===== src/rtl/lct_pkg.sv =====
// Shared types, operation codes and constants of the link connection table.
`default_nettype none
package lct_pkg;

    localparam int unsigned LCT_RESERVED_HANDLE = 3839;
    localparam int unsigned LCT_MAX_LINKS       = 16;

    localparam logic [7:0] LCT_LE_TYPE_IDLE = 8'hBA;

    typedef enum logic [3:0] {
        OP_PEND_CLASSIC     = 4'd0,
        OP_CANCEL_CLASSIC   = 4'd1,
        OP_PEND_LE          = 4'd2,
        OP_CANCEL_LE        = 4'd3,
        OP_COMPLETE_CLASSIC = 4'd4,
        OP_COMPLETE_LE      = 4'd5,
        OP_DISCONNECT       = 4'd6,
        OP_FIND_BY_ADDRESS  = 4'd7,
        OP_QUERY_HANDLE     = 4'd8,
        OP_ENCRYPT          = 4'd9,
        OP_DEVICE_CONNECTED = 4'd10,
        OP_HAS_PEND_CLASSIC = 4'd11,
        OP_HAS_PEND_LE      = 4'd12
    } t_op;

    typedef enum logic [2:0] {
        ST_IDLE,
        ST_EXEC,
        ST_READ,
        ST_CHECK,
        ST_FIN
    } t_state;

    typedef struct packed {
        logic [3:0]  operation;
        logic [47:0] peer_address;
        logic [7:0]  peer_address_type;
        logic [7:0]  local_address_type;
        logic [11:0] link_handle;
    } t_in_item;

    typedef struct packed {
        logic        ok;
        logic [11:0] result_handle;
        logic [47:0] result_address;
        logic [7:0]  result_address_type;
        logic [7:0]  result_local_type;
        logic        result_encrypted;
        logic        table_full;
    } t_out_item;

    typedef struct packed {
        logic [11:0] handle;
        logic [47:0] address;
        logic [7:0]  addr_type;
        logic [7:0]  local_type;
        logic        encrypted;
    } t_entry;

endpackage
`default_nettype wire


===== src/rtl/lct_store.sv =====
// Connection entry memory with per-entry valid bits and a lowest-free-entry encoder.
`default_nettype none
module lct_store
    import lct_pkg::*;
#(
    parameter int unsigned MAX_LINKS = LCT_MAX_LINKS,
    parameter int unsigned IW        = (MAX_LINKS > 1) ? $clog2(MAX_LINKS) : 1
) (
    input  wire logic                 i_clk,
    input  wire logic                 i_rst_n,
    input  wire logic [IW-1:0]        i_rd_idx,
    output t_entry                    o_rd_data,
    output logic [MAX_LINKS-1:0]      o_valid_bits,
    input  wire logic                 i_wr_en,
    input  wire logic [IW-1:0]        i_wr_idx,
    input  wire t_entry               i_wr_data,
    input  wire logic                 i_clr_en,
    input  wire logic [IW-1:0]        i_clr_idx,
    output logic                      o_free_found,
    output logic [IW-1:0]             o_free_idx
);

    t_entry               mem [MAX_LINKS];
    t_entry               r_rd_data;
    logic [MAX_LINKS-1:0] r_valid;

    always_ff @(posedge i_clk) begin
        if (i_wr_en) begin
            mem[i_wr_idx] <= i_wr_data;
        end
        r_rd_data <= mem[i_rd_idx];
    end

    // A write always makes its entry live; a disconnect only drops the valid bit.
    always_ff @(posedge i_clk) begin
        if (!i_rst_n) begin
            r_valid <= '0;
        end else begin
            if (i_clr_en) begin
                r_valid[i_clr_idx] <= 1'b0;
            end
            if (i_wr_en) begin
                r_valid[i_wr_idx] <= 1'b1;
            end
        end
    end

    always_comb begin
        o_free_found = 1'b0;
        o_free_idx   = '0;
        for (int i = MAX_LINKS - 1; i >= 0; i--) begin
            if (!r_valid[i]) begin
                o_free_found = 1'b1;
                o_free_idx   = IW'(i);
            end
        end
    end

    assign o_rd_data    = r_rd_data;
    assign o_valid_bits = r_valid;

endmodule
`default_nettype wire


===== src/rtl/link_connection_table.sv =====
// Link connection table: pending classic and low-energy requests and a table of live links.
// One transaction is taken at a time. Pending-request operations other than a low-energy
// pend, and unused codes, go from the accepting state through the execute state to the finish
// state. Address and handle searches walk the entry memory through its single read port, with
// a read and a check state per entry, stopping early on a hit except in a find by address,
// which visits every entry. A completion tests each candidate handle against every entry in
// the same way and moves to the next candidate on a clash. At most K candidates are tried,
// where K is the smaller of MAX_LINKS and RESERVED_HANDLE.
// A finished result waits in an output register while the next transaction is accepted.
`default_nettype none
module link_connection_table
    import lct_pkg::*;
#(
    parameter int unsigned RESERVED_HANDLE = LCT_RESERVED_HANDLE,
    parameter int unsigned MAX_LINKS       = LCT_MAX_LINKS
) (
    input  wire logic      i_clk,
    input  wire logic      i_rst_n,
    input  wire logic      i_in_valid,
    output logic           o_in_ready,
    input  wire t_in_item  i_in_item,
    output logic           o_out_valid,
    input  wire logic      i_out_ready,
    output t_out_item      o_out_item
);

    localparam int unsigned IW = (MAX_LINKS > 1) ? $clog2(MAX_LINKS) : 1;
    localparam logic [11:0] RES_H = 12'(RESERVED_HANDLE);

    t_state      r_state, n_state;
    t_in_item    r_in, n_in;
    t_out_item   r_res, n_res;
    t_out_item   r_out;
    logic        r_ovld;
    logic [IW-1:0] r_idx, n_idx;
    logic [IW-1:0] r_slot, n_slot;
    logic [11:0] r_cand, n_cand;
    logic [11:0] r_tries, n_tries;
    logic [11:0] r_cursor, n_cursor;
    logic        r_cl_pend, n_cl_pend;
    logic [47:0] r_cl_addr, n_cl_addr;
    logic        r_le_pend, n_le_pend;
    logic [47:0] r_le_addr, n_le_addr;
    logic [7:0]  r_le_type, n_le_type;

    t_entry               rd_data;
    logic [MAX_LINKS-1:0] valid_bits;
    logic                 free_found;
    logic [IW-1:0]        free_idx;
    logic                 wr_en;
    logic [IW-1:0]        wr_idx;
    t_entry               wr_data;
    logic                 clr_en;

    logic        accept;
    logic        out_free;
    logic        c_last, c_v, c_addr_eq, c_dev_hit, c_h_hit, c_cand_hit;
    logic        c_cl_match, c_le_match, c_tries_out;
    logic [11:0] c_cand_next;

    lct_store #(
        .MAX_LINKS (MAX_LINKS),
        .IW        (IW)
    ) u_store (
        .i_clk        (i_clk),
        .i_rst_n      (i_rst_n),
        .i_rd_idx     (r_idx),
        .o_rd_data    (rd_data),
        .o_valid_bits (valid_bits),
        .i_wr_en      (wr_en),
        .i_wr_idx     (wr_idx),
        .i_wr_data    (wr_data),
        .i_clr_en     (clr_en),
        .i_clr_idx    (r_idx),
        .o_free_found (free_found),
        .o_free_idx   (free_idx)
    );

    assign o_in_ready  = (r_state == ST_IDLE);
    assign accept      = i_in_valid && o_in_ready;
    assign out_free    = !r_ovld || i_out_ready;
    assign o_out_valid = r_ovld;
    assign o_out_item  = r_out;

    // Compare unit shared by every scan.
    always_comb begin
        c_last      = (r_idx == IW'(MAX_LINKS - 1));
        c_v         = valid_bits[r_idx];
        c_addr_eq   = (rd_data.address == r_in.peer_address);
        c_dev_hit   = c_v && c_addr_eq && (rd_data.addr_type == r_in.peer_address_type);
        c_h_hit     = c_v && (rd_data.handle == r_in.link_handle);
        c_cand_hit  = c_v && (rd_data.handle == r_cand);
        c_cl_match  = r_cl_pend && (r_cl_addr == r_in.peer_address);
        c_le_match  = r_le_pend && (r_le_addr == r_in.peer_address)
                      && (r_le_type == r_in.peer_address_type);
        c_tries_out = ((13'(r_tries) + 13'd1) == 13'(RESERVED_HANDLE));
        c_cand_next = (r_cand == RES_H - 12'd1) ? 12'd0 : r_cand + 12'd1;
    end

    always_comb begin
        n_state = r_state;
        case (r_state)
            ST_IDLE: begin
                if (accept) begin
                    n_state = ST_EXEC;
                end
            end
            ST_EXEC: begin
                case (r_in.operation)
                    OP_PEND_LE:          n_state = r_le_pend ? ST_FIN : ST_READ;
                    OP_DEVICE_CONNECTED,
                    OP_DISCONNECT,
                    OP_QUERY_HANDLE,
                    OP_ENCRYPT,
                    OP_FIND_BY_ADDRESS:  n_state = ST_READ;
                    OP_COMPLETE_CLASSIC: n_state = (c_cl_match && free_found) ? ST_READ : ST_FIN;
                    OP_COMPLETE_LE:      n_state = (c_le_match && free_found) ? ST_READ : ST_FIN;
                    default:             n_state = ST_FIN;
                endcase
            end
            ST_READ: begin
                n_state = ST_CHECK;
            end
            ST_CHECK: begin
                case (r_in.operation)
                    OP_PEND_LE,
                    OP_DEVICE_CONNECTED: n_state = (c_dev_hit || c_last) ? ST_FIN : ST_READ;
                    OP_DISCONNECT,
                    OP_QUERY_HANDLE,
                    OP_ENCRYPT:          n_state = (c_h_hit || c_last) ? ST_FIN : ST_READ;
                    OP_FIND_BY_ADDRESS:  n_state = c_last ? ST_FIN : ST_READ;
                    OP_COMPLETE_CLASSIC,
                    OP_COMPLETE_LE: begin
                        if (c_cand_hit) begin
                            n_state = c_tries_out ? ST_FIN : ST_READ;
                        end else begin
                            n_state = c_last ? ST_FIN : ST_READ;
                        end
                    end
                    default:             n_state = ST_FIN;
                endcase
            end
            ST_FIN: begin
                if (out_free) begin
                    n_state = ST_IDLE;
                end
            end
            default: n_state = ST_IDLE;
        endcase
    end

    always_comb begin
        n_in      = r_in;
        n_res     = r_res;
        n_idx     = r_idx;
        n_slot    = r_slot;
        n_cand    = r_cand;
        n_tries   = r_tries;
        n_cursor  = r_cursor;
        n_cl_pend = r_cl_pend;
        n_cl_addr = r_cl_addr;
        n_le_pend = r_le_pend;
        n_le_addr = r_le_addr;
        n_le_type = r_le_type;
        wr_en     = 1'b0;
        wr_idx    = r_slot;
        wr_data   = rd_data;
        clr_en    = 1'b0;
        case (r_state)
            ST_IDLE: begin
                if (accept) begin
                    n_in    = i_in_item;
                    n_res   = '0;
                    n_res.result_handle = RES_H;
                    n_idx   = '0;
                    n_cand  = r_cursor;
                    n_tries = '0;
                end
            end
            ST_EXEC: begin
                n_slot = free_idx;
                case (r_in.operation)
                    OP_PEND_CLASSIC: begin
                        if (!r_cl_pend) begin
                            n_cl_pend = 1'b1;
                            n_cl_addr = r_in.peer_address;
                            n_res.ok  = 1'b1;
                        end
                    end
                    OP_CANCEL_CLASSIC: begin
                        if (c_cl_match) begin
                            n_cl_pend = 1'b0;
                            n_cl_addr = '0;
                            n_res.ok  = 1'b1;
                        end
                    end
                    OP_CANCEL_LE: begin
                        if (c_le_match) begin
                            n_le_pend = 1'b0;
                            n_le_addr = '0;
                            n_le_type = LCT_LE_TYPE_IDLE;
                            n_res.ok  = 1'b1;
                        end
                    end
                    OP_HAS_PEND_CLASSIC: n_res.ok = c_cl_match;
                    OP_HAS_PEND_LE:      n_res.ok = c_le_match;
                    OP_COMPLETE_CLASSIC: n_res.table_full = c_cl_match && !free_found;
                    OP_COMPLETE_LE:      n_res.table_full = c_le_match && !free_found;
                    default: ;
                endcase
            end
            ST_CHECK: begin
                n_idx = r_idx + IW'(1);
                case (r_in.operation)
                    OP_PEND_LE: begin
                        if (!c_dev_hit && c_last) begin
                            n_le_pend = 1'b1;
                            n_le_addr = r_in.peer_address;
                            n_le_type = r_in.peer_address_type;
                            n_res.ok  = 1'b1;
                        end
                    end
                    OP_DEVICE_CONNECTED: begin
                        if (c_dev_hit) begin
                            n_res.ok = 1'b1;
                        end
                    end
                    OP_DISCONNECT: begin
                        if (c_h_hit) begin
                            clr_en              = 1'b1;
                            n_res.ok            = 1'b1;
                            n_res.result_handle = r_in.link_handle;
                        end
                    end
                    OP_QUERY_HANDLE: begin
                        if (c_h_hit) begin
                            n_res.ok                  = 1'b1;
                            n_res.result_handle       = r_in.link_handle;
                            n_res.result_address      = rd_data.address;
                            n_res.result_address_type = rd_data.addr_type;
                            n_res.result_local_type   = rd_data.local_type;
                            n_res.result_encrypted    = rd_data.encrypted;
                        end
                    end
                    OP_ENCRYPT: begin
                        if (c_h_hit) begin
                            wr_en               = 1'b1;
                            wr_idx              = r_idx;
                            wr_data.encrypted   = 1'b1;
                            n_res.ok            = 1'b1;
                            n_res.result_handle = r_in.link_handle;
                        end
                    end
                    OP_FIND_BY_ADDRESS: begin
                        if (c_v && c_addr_eq
                            && (!r_res.ok || rd_data.handle < r_res.result_handle)) begin
                            n_res.ok            = 1'b1;
                            n_res.result_handle = rd_data.handle;
                        end
                    end
                    OP_COMPLETE_CLASSIC,
                    OP_COMPLETE_LE: begin
                        if (c_cand_hit) begin
                            // The candidate is taken: try the next one from the first entry.
                            n_cand           = c_cand_next;
                            n_tries          = r_tries + 12'd1;
                            n_idx            = '0;
                            n_res.table_full = c_tries_out;
                        end else if (c_last) begin
                            wr_en                = 1'b1;
                            wr_data.handle       = r_cand;
                            wr_data.address      = r_in.peer_address;
                            wr_data.encrypted    = 1'b0;
                            n_cursor             = c_cand_next;
                            n_res.ok             = 1'b1;
                            n_res.result_handle  = r_cand;
                            if (r_in.operation == OP_COMPLETE_LE) begin
                                wr_data.addr_type    = r_in.peer_address_type;
                                wr_data.local_type   = r_in.local_address_type;
                                n_le_pend            = 1'b0;
                                n_le_addr            = '0;
                                n_le_type            = LCT_LE_TYPE_IDLE;
                            end else begin
                                wr_data.addr_type    = '0;
                                wr_data.local_type   = '0;
                                n_cl_pend            = 1'b0;
                                n_cl_addr            = '0;
                            end
                        end
                    end
                    default: ;
                endcase
            end
            default: ;
        endcase
    end

    always_ff @(posedge i_clk) begin
        if (!i_rst_n) begin
            r_state   <= ST_IDLE;
            r_ovld    <= 1'b0;
            r_cursor  <= '0;
            r_cl_pend <= 1'b0;
            r_cl_addr <= '0;
            r_le_pend <= 1'b0;
            r_le_addr <= '0;
            r_le_type <= LCT_LE_TYPE_IDLE;
        end else begin
            r_state   <= n_state;
            r_cursor  <= n_cursor;
            r_cl_pend <= n_cl_pend;
            r_cl_addr <= n_cl_addr;
            r_le_pend <= n_le_pend;
            r_le_addr <= n_le_addr;
            r_le_type <= n_le_type;
            if (r_state == ST_FIN && out_free) begin
                r_ovld <= 1'b1;
            end else if (i_out_ready) begin
                r_ovld <= 1'b0;
            end
        end
    end

    always_ff @(posedge i_clk) begin
        r_in    <= n_in;
        r_res   <= n_res;
        r_idx   <= n_idx;
        r_slot  <= n_slot;
        r_cand  <= n_cand;
        r_tries <= n_tries;
        if (r_state == ST_FIN && out_free) begin
            r_out <= r_res;
        end
    end

    a_cursor_range: assert property (@(posedge i_clk) disable iff (!i_rst_n)
        r_cursor < RES_H)
        else $error("handle cursor reached the reserved handle");

    a_ok_not_full: assert property (@(posedge i_clk) disable iff (!i_rst_n)
        o_out_valid |-> !(o_out_item.ok && o_out_item.table_full))
        else $error("result reports success and a full table together");

    a_classic_idle_clear: assert property (@(posedge i_clk) disable iff (!i_rst_n)
        !r_cl_pend |-> (r_cl_addr == '0))
        else $error("classic pending address kept without a pending request");

    a_le_idle_clear: assert property (@(posedge i_clk) disable iff (!i_rst_n)
        !r_le_pend |-> (r_le_addr == '0 && r_le_type == LCT_LE_TYPE_IDLE))
        else $error("low-energy pending fields kept without a pending request");

endmodule
`default_nettype wire


===== config.mk =====
export PLATFORM = sky130hd
export DESIGN_NAME = link_connection_table
export DESIGN_NICKNAME = d
export VERILOG_FILES = /design/src/rtl/lct_pkg.sv /design/src/rtl/lct_store.sv /design/src/rtl/link_connection_table.sv
export SDC_FILE = /design/constraint.sdc
export NUM_CORES = 2
export LEC_CHECK = 0
export ABC_CLOCK_PERIOD_IN_PS = 19500
export BUFFER_PORTS_ARGS = -buffer_cell sky130_fd_sc_hd__buf_2
export CORE_ASPECT_RATIO = 0.8
export CORE_MARGIN = 3
export CORE_UTILIZATION = 35
export CTS_BUF_LIST = sky130_fd_sc_hd__clkbuf_8 sky130_fd_sc_hd__clkbuf_16
export DETAILED_ROUTE_END_ITERATION = 10
export GPL_TIMING_DRIVEN = 0
export PLACE_DENSITY_LB_ADDON = 0.05
export RECOVER_POWER = 50
export SLEW_MARGIN = 10
export SYNTH_ARGS = -nofsm -noshare
export SYNTH_HDL_FRONTEND = slang
export SYNTH_HIERARCHICAL = 1
export SYNTH_SLANG_ARGS = --single-unit

===== constraint.sdc =====
create_clock -name i_clk -period 19.5 [get_ports i_clk]
set_input_delay 2.925 -clock i_clk [delete_from_list [all_inputs] [get_ports i_clk]]
set_output_delay 2.925 -clock i_clk [all_outputs]
set_load 0.05 [all_outputs]

# Word-level counts from Yosys, hierarchy flattened
# Memories as Yosys holds them, arrays and structs flattened. A register that Yosys moved wholly into a read port is not among the register bits.
# Cells that the tools add are included.
# totals
regBits	408
mem_count	1
ram_bits	1232
# classes
n_eq_ne	54
n_bitwise	4
n_mux	146
addsub	4
reduce_logical	51
magnitude_cmp	5
# mem_list
name	depth	width	read_ports	rd_ports_with_merged_regs	wr	line_no	text
u_store.mem	16	77	1	1	1	lct_store.sv:23	t_entry mem [MAX_LINKS];
# op_table
operator	n
$mux 48	12
$pmux 48 s2	4
$mux 77	3
$pmux 77 s2	1
$eq 48x48->1	3
$mux 12	7
$mux 79	1
$mux 78	1
$mux 76	1
$mux 65	1
$mux 16	4
$mux 4	14
$mux 13	4
$mux 1	48
$mux 8	6
$pmux 12 s2	2
$pmux 12 s4	1
$mux 3	14
$ne 3x3->1 const B	11
$pmux 8 s2	2
$reduce_and 8->1	4
$add 12x1->12 const B	2
$eq 12x12->1	2
$eq 4x4->1 const B	6
other kinds (50)	110

# Depth between registers and ports, before layout
# depth
ltp_word	20
depth_mapped	13
ltp_nobuf	11

# Hierarchy
# The synthesis kept the hierarchy.
# by_module_without_submodules
mod	area_per_inst_um2	seq_area_each_um2	cells_each	instances
lct_store	48381.4	38857.3	2073	1
link_connection_table	18122.4	10550.1	1665	1

# Worst setup path before layout
# No wires, ideal clock.
# synth_timing
path_kind	register -> register
startpoint	register r_idx[0]
endpoint	memory u_store/mem[1][0] (netlist name) (enable)
slack_ns	9.087
arrival_time_ns	9.708
setup_ns	0.705
period_less_slack_ns	10.413
stages_incl_launch_ff	12
cell_sequence	edfxtp_1 buf_6 mux4_2 a22oi_1 nand3_2 nand2_1 nand3_1 clkbuf_1 clkbuf_1 nand2_1 nand2_1 nor4_1
# synth_via
elab_chain_cells	8
# synth_lines
item	line_no	text
start: declaration	link_connection_table.sv:35	logic [IW-1:0] r_idx, n_idx;
start signal: assignment	link_connection_table.sv:327	r_idx <= n_idx;
$bmux 1 s4	link_connection_table.sv:88	c_v = valid_bits[r_idx];
$mux 1 (not written as such)	link_connection_table.sv:88	
$logic_and 1x1->1 (on tied branches)	link_connection_table.sv:92, link_connection_table.sv:91	
$mux 1 (on tied branches)	link_connection_table.sv:263, link_connection_table.sv:246	
$pmux 1 s2 *	link_connection_table.sv:214	case (r_in.operation)
$mux 1 *	link_connection_table.sv:169	case (r_state)
net wr_en	link_connection_table.sv:50	logic wr_en;
$mux 1 *	lct_store.sv:28	if (i_wr_en) begin
$mux 1 (not written as such) *	lct_store.sv:29	mem[i_wr_idx] <= i_wr_data;
end: declaration	lct_store.sv:23	
# The timed path passes the listed nets; every way through them passes the cells marked *. The select of a mux whose other input is x is not followed.

# Final worst setup path
# layout_timing
startpoint	input port i_in_valid
endpoint	register r_in[39] (netlist name) (enable)
# layout_via
elab_chain_cells	2
# layout_lines
item	line_no	text
start: declaration	link_connection_table.sv:19	input wire logic i_in_valid,
$logic_and 1x1->1	link_connection_table.sv:80	assign accept = i_in_valid && o_in_ready;
$reduce_and 2->1 (no line)	-	
end signal: assignment	link_connection_table.sv:325	r_in <= n_in;
end: declaration	link_connection_table.sv:31	t_in_item r_in, n_in;
# Every way passes these cells.
# A chain may end at the register's enable or synchronous reset.

==> reports/results.txt <==
Leak -> 25.8 nW
Max-slew violations -> 196
PwrDens -> 106 mW/mm^2
Status -> finished with violations
Slew headroom -> -1.55
Placed wire-length estimate -> 146000 microns
Final Hold Fails -> 0
Clk_lat worst skew -> 820 ps
Antenna-violating nets left -> 0
CTS resizes -> 0
Starting Density -> 0.354
Final min period -> 7260 ps
Clock root buffer -> clkbuf_16
RSZ-0062 raised after global routing -> no
Total congestion overflow -> 0
CP Capture Type -> flip-flop
Reg2Reg Depth -> 17
EDFF count, synth -> 1502
Post-synth ARST share -> 0
Via count -> 37200
Die ar. -> 0.195 sq mm
Share of layout cells above drive strength 1 -> 0.207
WHS Path Cells -> 0
TNS Setup -> 0 ps
DR DRC count -> 0
Worst reg2reg setup slack -> 12720 ps
Syn Inst Count -> 3738
Post-CTS setup buffer count -> 0
Syn Area/Cell -> 17.8 sq um
CTS tree -> yes
Most frequent cells in the layout -> 1502 x edfxtp_1, 365 x nand2_1, 312 x mux4_2
Drt pass-1 iters -> 6
Final setup fails -> 0
Net load switching power -> 0.00198 W
Final Power -> 0.00832 W
Vias in the first global route -> 37000
Clock skew -> 39.8 ps
Setup Crit Path Kind -> input port to flip-flop
# fillers -> 17100
First-pass GRT wire length -> 298000 microns
Clock transition at the registers of the reported paths -> 60 ps
Sequential share of power -> 0.508
Routed WL -> 214000 microns
Area occupied by multi-input gates -> 0.0158 sq mm
Syn_nets -> 3838
VDD IR max -> 0.0693 mV
Largest net degree at the start of global routing -> 50
All-Layer GR Usage -> 0.217
Worst-Margin Slew -> 3820 ps
Peak Freq -> 138 MHz
Num CTS Buffers -> 179
H-tree level count -> 4
Via density -> 5.35
Nets -> 4366
Final Util -> 0.417
CTS Buffer Depth -> 3
Max FO, Critical Path -> 48
Hold slack -> 400 ps
Port buffer count -> 164
Ports -> 165
Maxcap violations -> 7
Failing checks -> max-capacitance violations, max-slew violations
Sw Share -> 0.238
Post-synthesis sequential area ratio -> 0.743
Critical Path RT -> 19830 ps
Clock Power Share -> 0.419
Layout Area Growth over Synthesis -> 17.9%
RD Place Congestion -> 0.836
Synth unique cells -> 70
CP startpoint kind -> input port
Starting DRT DRC Count -> 3952
Clock sinks -> 1717
Synth Register Bits -> 1717
Overall die width -> 493 microns
Commonest non-fill, non-tap cell in the layout -> edfxtp_1
Drt wl/cell -> 30.8 microns
Data arrival, critical path -> 7590 ps
Final period utilization -> 0.372
Hold buffer count at CTS -> 0
Worst min-delay path category -> flip-flop to flip-flop
Main flop type after synthesis -> edfxtp_1
Post-Syn Area -> 0.0665 sq mm
Row count -> 142
Yosys warning count -> 6
Internal power -> 0.00634 W
Initial antenna violation count -> 8
Core ar. -> 0.188 sq mm
Logic pwr share -> 0.073
Die height -> 396 microns
Reg area -> 0.0494 sq mm
## sequential cells by signal, indices dropped and copies added, names as in the netlist, 3 cells and up
signal and flops:
u_store/mem 1232, r_in 80, o_out_item 79, r_res 79, u_store/o_rd_data 77, r_cl_addr 48, r_le_addr 48, u_store/o_valid_bits 16
r_cand 12, r_cursor 12, r_tries 12, r_le_type 8, r_idx 4, r_slot 4, r_state 3
## final timing paths
path                                                     end                    start
worst max-delay path                      r_in[39]$_DFFE_PP_               i_in_valid
worst min-delay path                o_out_item[30]$_DFFE_PP_  r_res[30]$_SDFFCE_PN0P_
worst max register to register  u_store/mem[2][29]$_DFFE_PP_   r_idx[0]$_SDFFCE_PN0P_
worst min register to register      o_out_item[30]$_DFFE_PP_  r_res[30]$_SDFFCE_PN0P_
## synthesized netlist by cell type (6+ instances only)
cell,number,share of area
edfxtp_1,1502,0.68
nand2_1,365,0.021
mux4_2,312,0.11
dfxtp_1,215,0.065
clkbuf_1,173,0.0098
a22oi_1,168,0.019
xnor2_1,135,0.018
a21oi_1,87,0.0065
and2_1,67,0.0063
nor2_1,67,0.0038
a32o_1,52,0.0078
inv_1,52,0.0029
nand4_1,45,0.0042
xor2_1,45,0.0059
o21ai_0,44,0.0033
nor3_1,37,0.0028
buf_2,33,0.0025
o21a_1,32,0.0036
o21ai_1,31,0.0023
nand2b_1,29,0.0027
buf_6,25,0.0042
nand3_1,22,0.0017
nor4_1,20,0.0019
a22o_1,17,0.0022
ha_1,16,0.0030
nor2b_1,15,0.0014
o31ai_1,13,0.0015
buf_1,10,0.00056
a31oi_1,9,0.00085
o2111ai_1,9,0.0012
o211ai_1,9,0.0010
or3_1,6,0.00056
## critical path: stages
cell and delay (ps):
clkbuf_1 130, nand2_1 130, clkinvlp_2 1500, clkbuf_1 2770
## metal layers
metal  up-vias  GRT usage  share of wire
met2      1151      0.327           0.45
met1     19900      0.334           0.48
met4         0     0.0368          0.016
li1      15900          -              -
met5         -          0              0
met3       218     0.0383          0.059
## kinds of logic (layout without fill, tap and decap cells)
logic type,after synthesis,count (layout),share of synthesized area
xor gates and xnor gates,180,180,0.0237
muxes,318,318,0.107
AOI/OAI and AO/OA,511,511,0.0544
DFF,1717,1717,0.743
buffers and inverters,297,981,0.0203
and+or+nand+nor,699,699,0.0490
other,0,3,0
adders and majority gates,16,16,0.00301
## area by class of cell
cell class / count / area share
plain buffers: 242 / 0.0142
well taps: 2520 / 0.0402
inverters: 55 / 0.00274
flip-flops and latches: 1717 / 0.630
clock buffers: 196 / 0.0604
multi-input cells: 1724 / 0.202
diodes: 3 / 0.0000957
clock inverters: 141 / 0.0163
repair buffers: 347 / 0.0343
## through the flow
| step | area (sq um) | setup slack [ps] | std cells |
|---|---|---|---|
| global route | 78400 | 11970 | 6942 |
| finish | 78400 | 12240 | 6945 |
| global placement | 70500 | -5350 | 6422 |
| CTS | 78800 | 13430 | 6942 |
| detailed placement | 72800 | 13440 | 6605 |
| floorplan | 66500 | 9090 | 3738 |
## power groups by stage
stage               combinational [W]  clock (W)  sequential, W
CTS                          0.000625    0.00357        0.00422
finish                       0.000611    0.00348        0.00423
floorplan                    0.000357          0        0.00427
detailed placement           0.000623          0        0.00430
global route                 0.000658    0.00373        0.00423
global placement             0.000611          0        0.00431
No activity file was read; power rests on OpenSTA's default activity.
